## config.mk

```make
export PLATFORM = sky130hd
export DESIGN_NAME = cfq_ctrl
export DESIGN_NICKNAME = d
export VERILOG_FILES = /design/src/hdl/cfq_pkg.sv /design/src/hdl/cfq_ctrl.sv
export SDC_FILE = /design/constraint.sdc
export NUM_CORES = 1
export LEC_CHECK = 0
export BUFFER_PORTS_ARGS = -buffer_cell sky130_fd_sc_hd__buf_2
export CAP_MARGIN = 20
export CORE_UTILIZATION = 45
export DETAILED_ROUTE_END_ITERATION = 6
export PLACE_DENSITY = 0.65
export SYNTH_ARGS = -nofsm -noshare
export SYNTH_HDL_FRONTEND = slang
export SYNTH_SLANG_ARGS = --single-unit
```

## constraint.sdc

```tcl
create_clock -name clk -period 6.5 [get_ports clk]
set_clock_uncertainty 0.15 [all_clocks]
set_input_delay 0 -clock clk [delete_from_list [all_inputs] [get_ports clk]]
set_output_delay 0 -clock clk [all_outputs]
set_load 0.03 [all_outputs]
```

## src/hdl/cfq_pkg.sv

```systemverilog
// Shared definitions for the circular FIFO queue.
// Holds operation codes, field widths, reset and default constants and the status record; depends on nothing.
`default_nettype none
package cfq_pkg;

  localparam int OP_W             = 2;
  localparam int DATA_W           = 32;
  localparam int CAP_W            = 10;
  localparam int CAP_RESET        = 1023;
  localparam int MAX_CAPACITY_DEF = 1023;

  typedef enum logic [OP_W-1:0] {
    OP_QUERY   = 2'd0,
    OP_ENQUEUE = 2'd1,
    OP_DEQUEUE = 2'd2
  } op_t;

  typedef struct packed {
    logic valid;
    logic succeeded;
    logic is_empty;
    logic is_full;
  } status_t;

endpackage
`default_nettype wire

```

## src/hdl/cfq_ctrl.sv

```systemverilog
// Index and sequencing control of the circular FIFO queue.
// Uses cfq_pkg; drives the write and read addresses of the slot memories.
`default_nettype none
module cfq_ctrl #(
  parameter int MAX_CAPACITY = cfq_pkg::MAX_CAPACITY_DEF,
  localparam int IDX_W = $clog2(MAX_CAPACITY + 1)
) (
  input  wire logic                     clk,
  input  wire logic                     rst_n,
  input  wire logic                     start,
  input  wire logic [cfq_pkg::OP_W-1:0] in_operation,
  input  wire logic                     cfg_valid,
  input  wire logic [cfq_pkg::CAP_W-1:0] cfg_queue_capacity,
  output logic                          busy,
  output logic                          cfg_ready,
  output logic                          wr_en,
  output logic      [IDX_W-1:0]         wr_addr,
  output logic      [IDX_W-1:0]         head_addr,
  output logic      [IDX_W-1:0]         last_addr,
  output cfq_pkg::status_t              status
);
  import cfq_pkg::*;

  localparam int CMP_W = (CAP_W > IDX_W) ? CAP_W : IDX_W;
  localparam int RST_CAP = (CAP_RESET > MAX_CAPACITY) ? MAX_CAPACITY : CAP_RESET;
  localparam logic [IDX_W-1:0] RST_WRAP = IDX_W'(RST_CAP);

  typedef enum logic [1:0] {ST_IDLE, ST_READ, ST_SHOW} st_t;

  st_t              st_r, st_nxt;
  logic [IDX_W-1:0] head_r, head_nxt;
  logic [IDX_W-1:0] tail_r, tail_nxt;
  logic [IDX_W-1:0] wrap_r, wrap_nxt;
  logic             succ_r, succ_nxt;
  logic             empty_r, empty_nxt;
  logic             full_r, full_nxt;
  logic [IDX_W-1:0] adv_head, adv_tail, cap_clamped;
  logic [CMP_W-1:0] cap_ext;
  logic             accept, cfg_write;
  op_t              op;

  assign busy      = (st_r == ST_READ);
  assign cfg_ready = !busy && !start;
  assign accept    = start && !busy;
  assign cfg_write = cfg_valid && cfg_ready;
  assign op        = op_t'(in_operation);

  assign adv_head  = (head_r == wrap_r) ? '0 : head_r + 1'b1;
  assign adv_tail  = (tail_r == wrap_r) ? '0 : tail_r + 1'b1;
  assign head_addr = head_r;
  assign last_addr = (tail_r == '0) ? wrap_r : tail_r - 1'b1;
  assign wr_addr   = tail_r;

  assign cap_ext = CMP_W'(cfg_queue_capacity);

  always_comb begin
    priority if (cap_ext == '0) begin
      cap_clamped = IDX_W'(1);
    end else if (cap_ext > CMP_W'(MAX_CAPACITY)) begin
      cap_clamped = IDX_W'(MAX_CAPACITY);
    end else begin
      cap_clamped = IDX_W'(cap_ext);
    end
  end

  always_comb begin
    st_nxt    = st_r;
    head_nxt  = head_r;
    tail_nxt  = tail_r;
    wrap_nxt  = wrap_r;
    succ_nxt  = succ_r;
    empty_nxt = empty_r;
    full_nxt  = full_r;
    wr_en     = 1'b0;
    unique case (st_r)
      ST_READ: begin
        st_nxt    = ST_SHOW;
        empty_nxt = (head_r == tail_r);
        full_nxt  = (adv_tail == head_r);
      end
      default: begin
        st_nxt = ST_IDLE;
        priority if (cfg_write) begin
          wrap_nxt = cap_clamped;
          head_nxt = '0;
          tail_nxt = '0;
        end else if (accept) begin
          st_nxt   = ST_READ;
          succ_nxt = 1'b1;
          unique case (op)
            OP_ENQUEUE: begin
              if (adv_tail == head_r) begin
                succ_nxt = 1'b0;
              end else begin
                wr_en    = 1'b1;
                tail_nxt = adv_tail;
              end
            end
            OP_DEQUEUE: begin
              if (head_r == tail_r) begin
                succ_nxt = 1'b0;
              end else begin
                head_nxt = adv_head;
              end
            end
            default: begin
              succ_nxt = 1'b1;
            end
          endcase
        end else begin
          st_nxt = ST_IDLE;
        end
      end
    endcase
  end

  always_ff @(posedge clk) begin
    if (!rst_n) begin
      st_r    <= ST_IDLE;
      head_r  <= '0;
      tail_r  <= '0;
      wrap_r  <= RST_WRAP;
      succ_r  <= 1'b0;
      empty_r <= 1'b1;
      full_r  <= 1'b0;
    end else begin
      st_r    <= st_nxt;
      head_r  <= head_nxt;
      tail_r  <= tail_nxt;
      wrap_r  <= wrap_nxt;
      succ_r  <= succ_nxt;
      empty_r <= empty_nxt;
      full_r  <= full_nxt;
    end
  end

  assign status = '{valid: (st_r == ST_SHOW), succeeded: succ_r,
                    is_empty: empty_r, is_full: full_r};

  a_idx_in_ring: assert property (@(posedge clk) disable iff (!rst_n)
    (head_r <= wrap_r) && (tail_r <= wrap_r))
    else $error("Head or tail index lies outside the ring.");

  a_show_after_read: assert property (@(posedge clk) disable iff (!rst_n)
    (st_r == ST_SHOW) |-> $past(st_r) == ST_READ)
    else $error("Result shown without a preceding memory read.");

  a_enq_not_empty: assert property (@(posedge clk) disable iff (!rst_n)
    wr_en |=> (tail_r != head_r))
    else $error("Queue is empty right after a successful enqueue.");

  a_flags_exclusive: assert property (@(posedge clk) disable iff (!rst_n)
    status.valid |-> !(status.is_empty && status.is_full))
    else $error("Queue reported both empty and full.");

endmodule
`default_nettype wire
```

==> flow_metrics.tcl, run 1 <==
set metrics [dict create \
    min_path_type "in2reg" \
    die-area_um2 6400 \
    layout-drive-gt1-share_pct 16.9 \
    synth_async_sr_flop_share_pct 0 \
    dp_slack_ps 2730 \
    setup_ws_ps 2550 \
    rsz0062_at_grt "no" \
    syn_to_final_growth_pct 17.2 \
    ys_warn_count 0 \
    path_max_fanout 21 \
    grt_usage_pct 26.0 \
    stdcell_area_um2 3210 \
    drtIter0Drc 216 \
    worst_pin_slew_ps 930 \
    slew-limit-headroom_pct 37.4 \
    seq_area_um2 701 \
    hold_viol 0 \
    cp-start-kind "flop" \
    cts_tree "yes" \
    vias 2820 \
    powerDensity_nw_per_um2 156 \
    cts_buffers 5 \
    period_share_pct 60.7 \
    io_buffers 52 \
    cts_buffer_depth 2 \
    cap_violations 0 \
    wl_per_cell_um 16.2 \
    synth_flop_cell "dfxtp_1" \
    synth.area.top_cells "dfxtp_1, xnor2_1, nand2_1, xor2_1, o21ai_0" \
    grt_pass1_vias 2557 \
    avgSynthCellArea_um2 7.48 \
    drc 0 \
    synth_largest_area_cell "dfxtp_1" \
    placed_cell_area_um2 2900 \
    synth_edf_count 0 \
    multi_input_area_um2 1790 \
    htree_num_levels 2 \
    synth_most_common_cell "nand2_1" \
    die_y_um 80.0 \
    status "finished clean" \
    setup_violations 0 \
    timing.final.max_slew_violations 0 \
    seq_area_frac_synth_pct 25.6 \
    yosysTopAreaCellShare_pct 25.6 \
    dp_hpwl_mm 5.48 \
    vias_per_cell 5.77 \
    coreArea_um2 5890 \
    gr-total-overflow 0 \
    ys_ff_latch 35 \
    critical_path_required_ps 6350 \
    fin_crit_ps 3950 \
    r2r_setup_slack_ps 2630 \
    ant_nets 0 \
    ir_drop_mv 0.0999 \
    antenna_found_initial 0 \
    fillers 573 \
    syn-cell-area_um2 2740 \
    critPathArrivalTime_ps 3800 \
    final_nets 434 \
    syn_nets 387 \
    start_util_pct 46.5 \
    num_antenna_cells 0 \
    die_w_um 80.0 \
    first_pass_iters 5 \
    path_class "reg2out" \
    insertion_delay_ps 300 \
    synth.top_cells.by_count "nand2_1, dfxtp_1, nor2_1, o21ai_0, xnor2_1" \
    setup_tns_ps 0 \
    row_count 28 \
    endpoint_kind "primary output" \
    fmax_mhz 253 \
    synth_cells 366 \
    leakage_uw 0.00133 \
    wirelength_mm 7.92 \
    grt_pass1_wl_mm 12.6 \
    clk_pin_slew_worst_paths_ps 80 \
    grt_max_degree 22 \
    gp_congestion 0.825 \
    cts.sinks 35 \
    synth_cell_type_count 59 \
    num_io_pins 53 \
    cts_root_buf "clkbuf_8" \
]
## timing repair
action                    CTS  global route
hold buffers               23             0
gates resized for setup     0             0
hold endpoints to repair   13             0
buffers inserted            0             0
## cell families (layout without fill, tap and decap cells)
| family | count (synthesis) | after routing | share of synthesized area (%) |
|---|---|---|---|
| XOR/XNOR | 45 | 45 | 14.9 |
| multiplexers | 2 | 2 | 0.777 |
| adder cells (fa/ha/maj) | 5 | 5 | 2.28 |
| AO/OA/AOI/OAI | 75 | 75 | 18.1 |
| buffers and inverters | 48 | 96 | 9.00 |
| flip-flops | 35 | 35 | 25.6 |
| AND/OR/NAND/NOR | 156 | 156 | 29.3 |
## placed cells by master (no fill, tap or decap), types with 6 or more instances in the layout
master         synthesis  layout
a21oi_1               13      13
and3_1                 6       6
buf_2                  8      52
dfxtp_1               35      35
dlygate4sd3_1          0      23
inv_1                 13      13
nand2_1               49      49
nand3_1               22      22
nand4_1                8       8
nor2_1                23      23
nor3_1                 8       8
o21a_1                 6       6
o21ai_0               23      23
or3_1                 10      10
xnor2_1               23      23
xor2_1                21      21
## area by class of cell
cell class	instances	area share [%]
sequential	35	21.8
timing repair buffer	75	15.3
multi-input combinational	283	55.8
clock buffer	6	2.26
tap	75	2.92
inverter	13	1.52
clock inverter	2	0.390
## path summary, 6_finish.rpt
kind	from	endpoint	cells past startpoint
setup / recovery	wr_addr[7]	wr_en	8
hold / removal	in_operation[0]	succ_r	4
setup reg to reg	wr_addr[7]	wr_addr[0]	8
hold reg to reg	full_r	full_r	2
## stage by stage
step / utilization (%) / instances / power (uW) / hold slack, ps
after floorplan: - / 366 / 303 / -26.5
after global placement: 49.2 / 458 / 328 / 79.3
after detailed placement: 49.2 / 458 / 328 / 85.6
after CTS: 54.5 / 489 / 499 / 29.3
after global routing: 54.5 / 489 / 520 / 59.6
final: 54.5 / 489 / 500 / 22.9
## critical path: stages (launching register included)
cell and delay (ps):
dfxtp_1 720, xor2_1 140, nor4_1 290, nand4_1 730, a311o_1 530, a222oi_1 370
a31o_2 400, inv_1 110, buf_2 190
## metal layers
layer | routed length, um | share of wire [%] | GRT usage, %
met4 | 178 | 2.2 | 10.0
met2 | 3800 | 48 | 44.8
met3 | 448 | 5.7 | 4.23
met5 | 0 | 0 | 0
met1 | 3490 | 44 | 32.0
## sequential cells by signal, indices dropped and copies added (netlist names)
signal     count
wrap_r        10
st_r           2
wr_addr       10
empty_r        1
succ_r         1
head_addr     10
full_r         1
## power by group
group / switching, uW / internal [uW] / total (uW)
registers: 11.8 / 221 / 233
clock network: 89.1 / 75.0 / 164
logic: 61.8 / 41.4 / 103
total: 163 / 338 / 500
(Power assumes the default switching activity.)
==> inputs of run 2 (changes only) <==
--- a/config.mk
+++ b/config.mk
@@ -9,7 +9,7 @@
 export CAP_MARGIN = 20
 export CORE_UTILIZATION = 45
 export DETAILED_ROUTE_END_ITERATION = 6
-export PLACE_DENSITY = 0.65
+export PLACE_DENSITY = 0.68
 export SYNTH_ARGS = -nofsm -noshare
 export SYNTH_HDL_FRONTEND = slang
 export SYNTH_SLANG_ARGS = --single-unit
==> constraint.sdc (replaced) <==
create_clock -name clk -period 3.6 [get_ports clk]
set_clock_uncertainty 0.15 [all_clocks]
set_input_delay 0 -clock clk [delete_from_list [all_inputs] [get_ports clk]]
set_output_delay 0 -clock clk [all_outputs]
set_load 0.03 [all_outputs]
==> flow_metrics.tcl, run 2 (same netlist as run 1, synthesis figures left out) <==
set metrics [dict create \
    cp-start-kind "flop" \
    io_buffers 52 \
    path_max_fanout 15 \
    p_clk_share_pct 33.0 \
    critPathArrivalTime_ps 3180 \
    cts_tree "yes" \
    grt_usage_pct 27.4 \
    min_path_type "in2reg" \
    critical_path_required_ps 3450 \
    gr-total-overflow 0 \
    coreArea_um2 5890 \
    drc 0 \
    period_share_pct 92.4 \
    drtIter0Drc 216 \
    row_count 28 \
    vias_per_cell 5.73 \
    final_nets 450 \
    insertion_delay_ps 310 \
    start_util_pct 46.5 \
    layout.cells.most_common "buf_2" \
    dp_hpwl_mm 5.89 \
    fillers 580 \
    hold_viol 0 \
    num_antenna_cells 0 \
    powerDensity_nw_per_um2 273 \
    grt_max_degree 21 \
    ir_drop_mv 0.200 \
    cts_resized 0 \
    cts_root_buf "clkbuf_8" \
    wl_per_cell_um 16.4 \
    leakage_uw 0.00141 \
    path_class "reg2out" \
    cts_buffer_depth 2 \
    timing.final.max_slew_violations 0 \
    die_y_um 80.0 \
    seq_area_um2 701 \
    fmax_mhz 300 \
    combPwrFrac_pct 20.9 \
    multi_input_area_um2 1790 \
    rsz0062_at_grt "no" \
    fin_crit_ps 3330 \
    endpoint_kind "primary output" \
    setup_tns_ps 0 \
    antenna_found_initial 0 \
    num_io_pins 53 \
    slew-limit-headroom_pct 65.9 \
    worst_pin_slew_ps 511 \
    clk_pin_slew_worst_paths_ps 90 \
    layout-drive-gt1-share_pct 20.0 \
    swShare_pct 32.6 \
    final_cell_mix "buf_2, nand2_1, dfxtp_1" \
    grt_pass1_wl_mm 13.4 \
    p_sw_uw 297 \
    cap_violations 0 \
    first_pass_iters 4 \
    setup_ws_ps 272 \
    internal-power_uw 612 \
    syn_to_final_growth_pct 21.6 \
    dp_slack_ps 438 \
    ant_nets 0 \
    cts_buffers 5 \
    die-area_um2 6400 \
    gp_congestion 0.880 \
    htree_num_levels 2 \
    placed_cells 472 \
    wirelength_mm 8.29 \
    pwr-share-seq_pct 46.1 \
    status "finished clean" \
    vias 2892 \
    setup_violations 0 \
    die_w_um 80.0 \
    cts.sinks 35 \
    grt_pass1_vias 2686 \
    fin_cells 505 \
]
[run 2: cell types whose count changed in the layout (fill, tap and decap cells not counted), sizes merged]
cell	previous run	this run
buf	52	68
[run 2: area by class of cell]
class	instances	area share, %
Inverter	13	1.47
Clock buffer	6	2.18
Tap cell	75	2.82
Multi-Input combinational cell	283	53.8
Sequential cell	35	21.0
Timing Repair Buffer	91	18.3
Clock inverter	2	0.376
[run 2: repair_timing]
action                                  4_1_cts  5_1_grt
hold endpoints to repair                     14        0
endpoints found under the setup margin        0        1
setup buffers                                 0        2
hold buffers                                 23        0
[run 2: power groups by stage]
stage	Combinational, uW	Sequential (uW)	Clock (uW)
2_1_floorplan	123	423	0
3_3_place_gp	166	427	0
3_5_place_dp	168	428	0
4_1_cts	189	419	303
5_1_grt	208	420	318
6_report	190	419	300
[run 2: worst max-delay path, stage by stage, from the launching register on]
cell	delay [ps]
dfxtp_1	510
buf_4	220
xor2_1	70
or4b_1	560
a311o_1	350
a222oi_1	410
a31o_2	420
inv_1	120
buf_2	200
[run 2: metal layers]
layer / wire length, um / global-route usage (%)
met4: 225 / 9.46
met5: 0 / 0
met1: 3700 / 35.4
met2: 3890 / 45.9
met3: 480 / 4.46
[run 2: path summary, 6_finish.rpt]
path	start	endpoint	slack (ps)	cells after the start
setup / recovery	wr_addr[6]	wr_en	270	8
hold / removal	in_operation[0]	succ_r	20	4
setup reg to reg	wr_addr[6]	wr_addr[0]	420	8
hold reg to reg	empty_r	empty_r	320	2
[run 2: metrics by stage]
stage | power [uW] | hold slack, ps | utilization (%) | instance area [um2]
2_1_floorplan | 546 | -26.5 | - | 2740
3_3_place_gp | 594 | 77.8 | 51.0 | 3000
3_5_place_dp | 595 | 85.7 | 51.0 | 3000
4_1_cts | 910 | 28.1 | 56.3 | 3320
5_1_grt | 946 | 60.2 | 56.6 | 3330
6_report | 909 | 19.4 | 56.6 | 3330
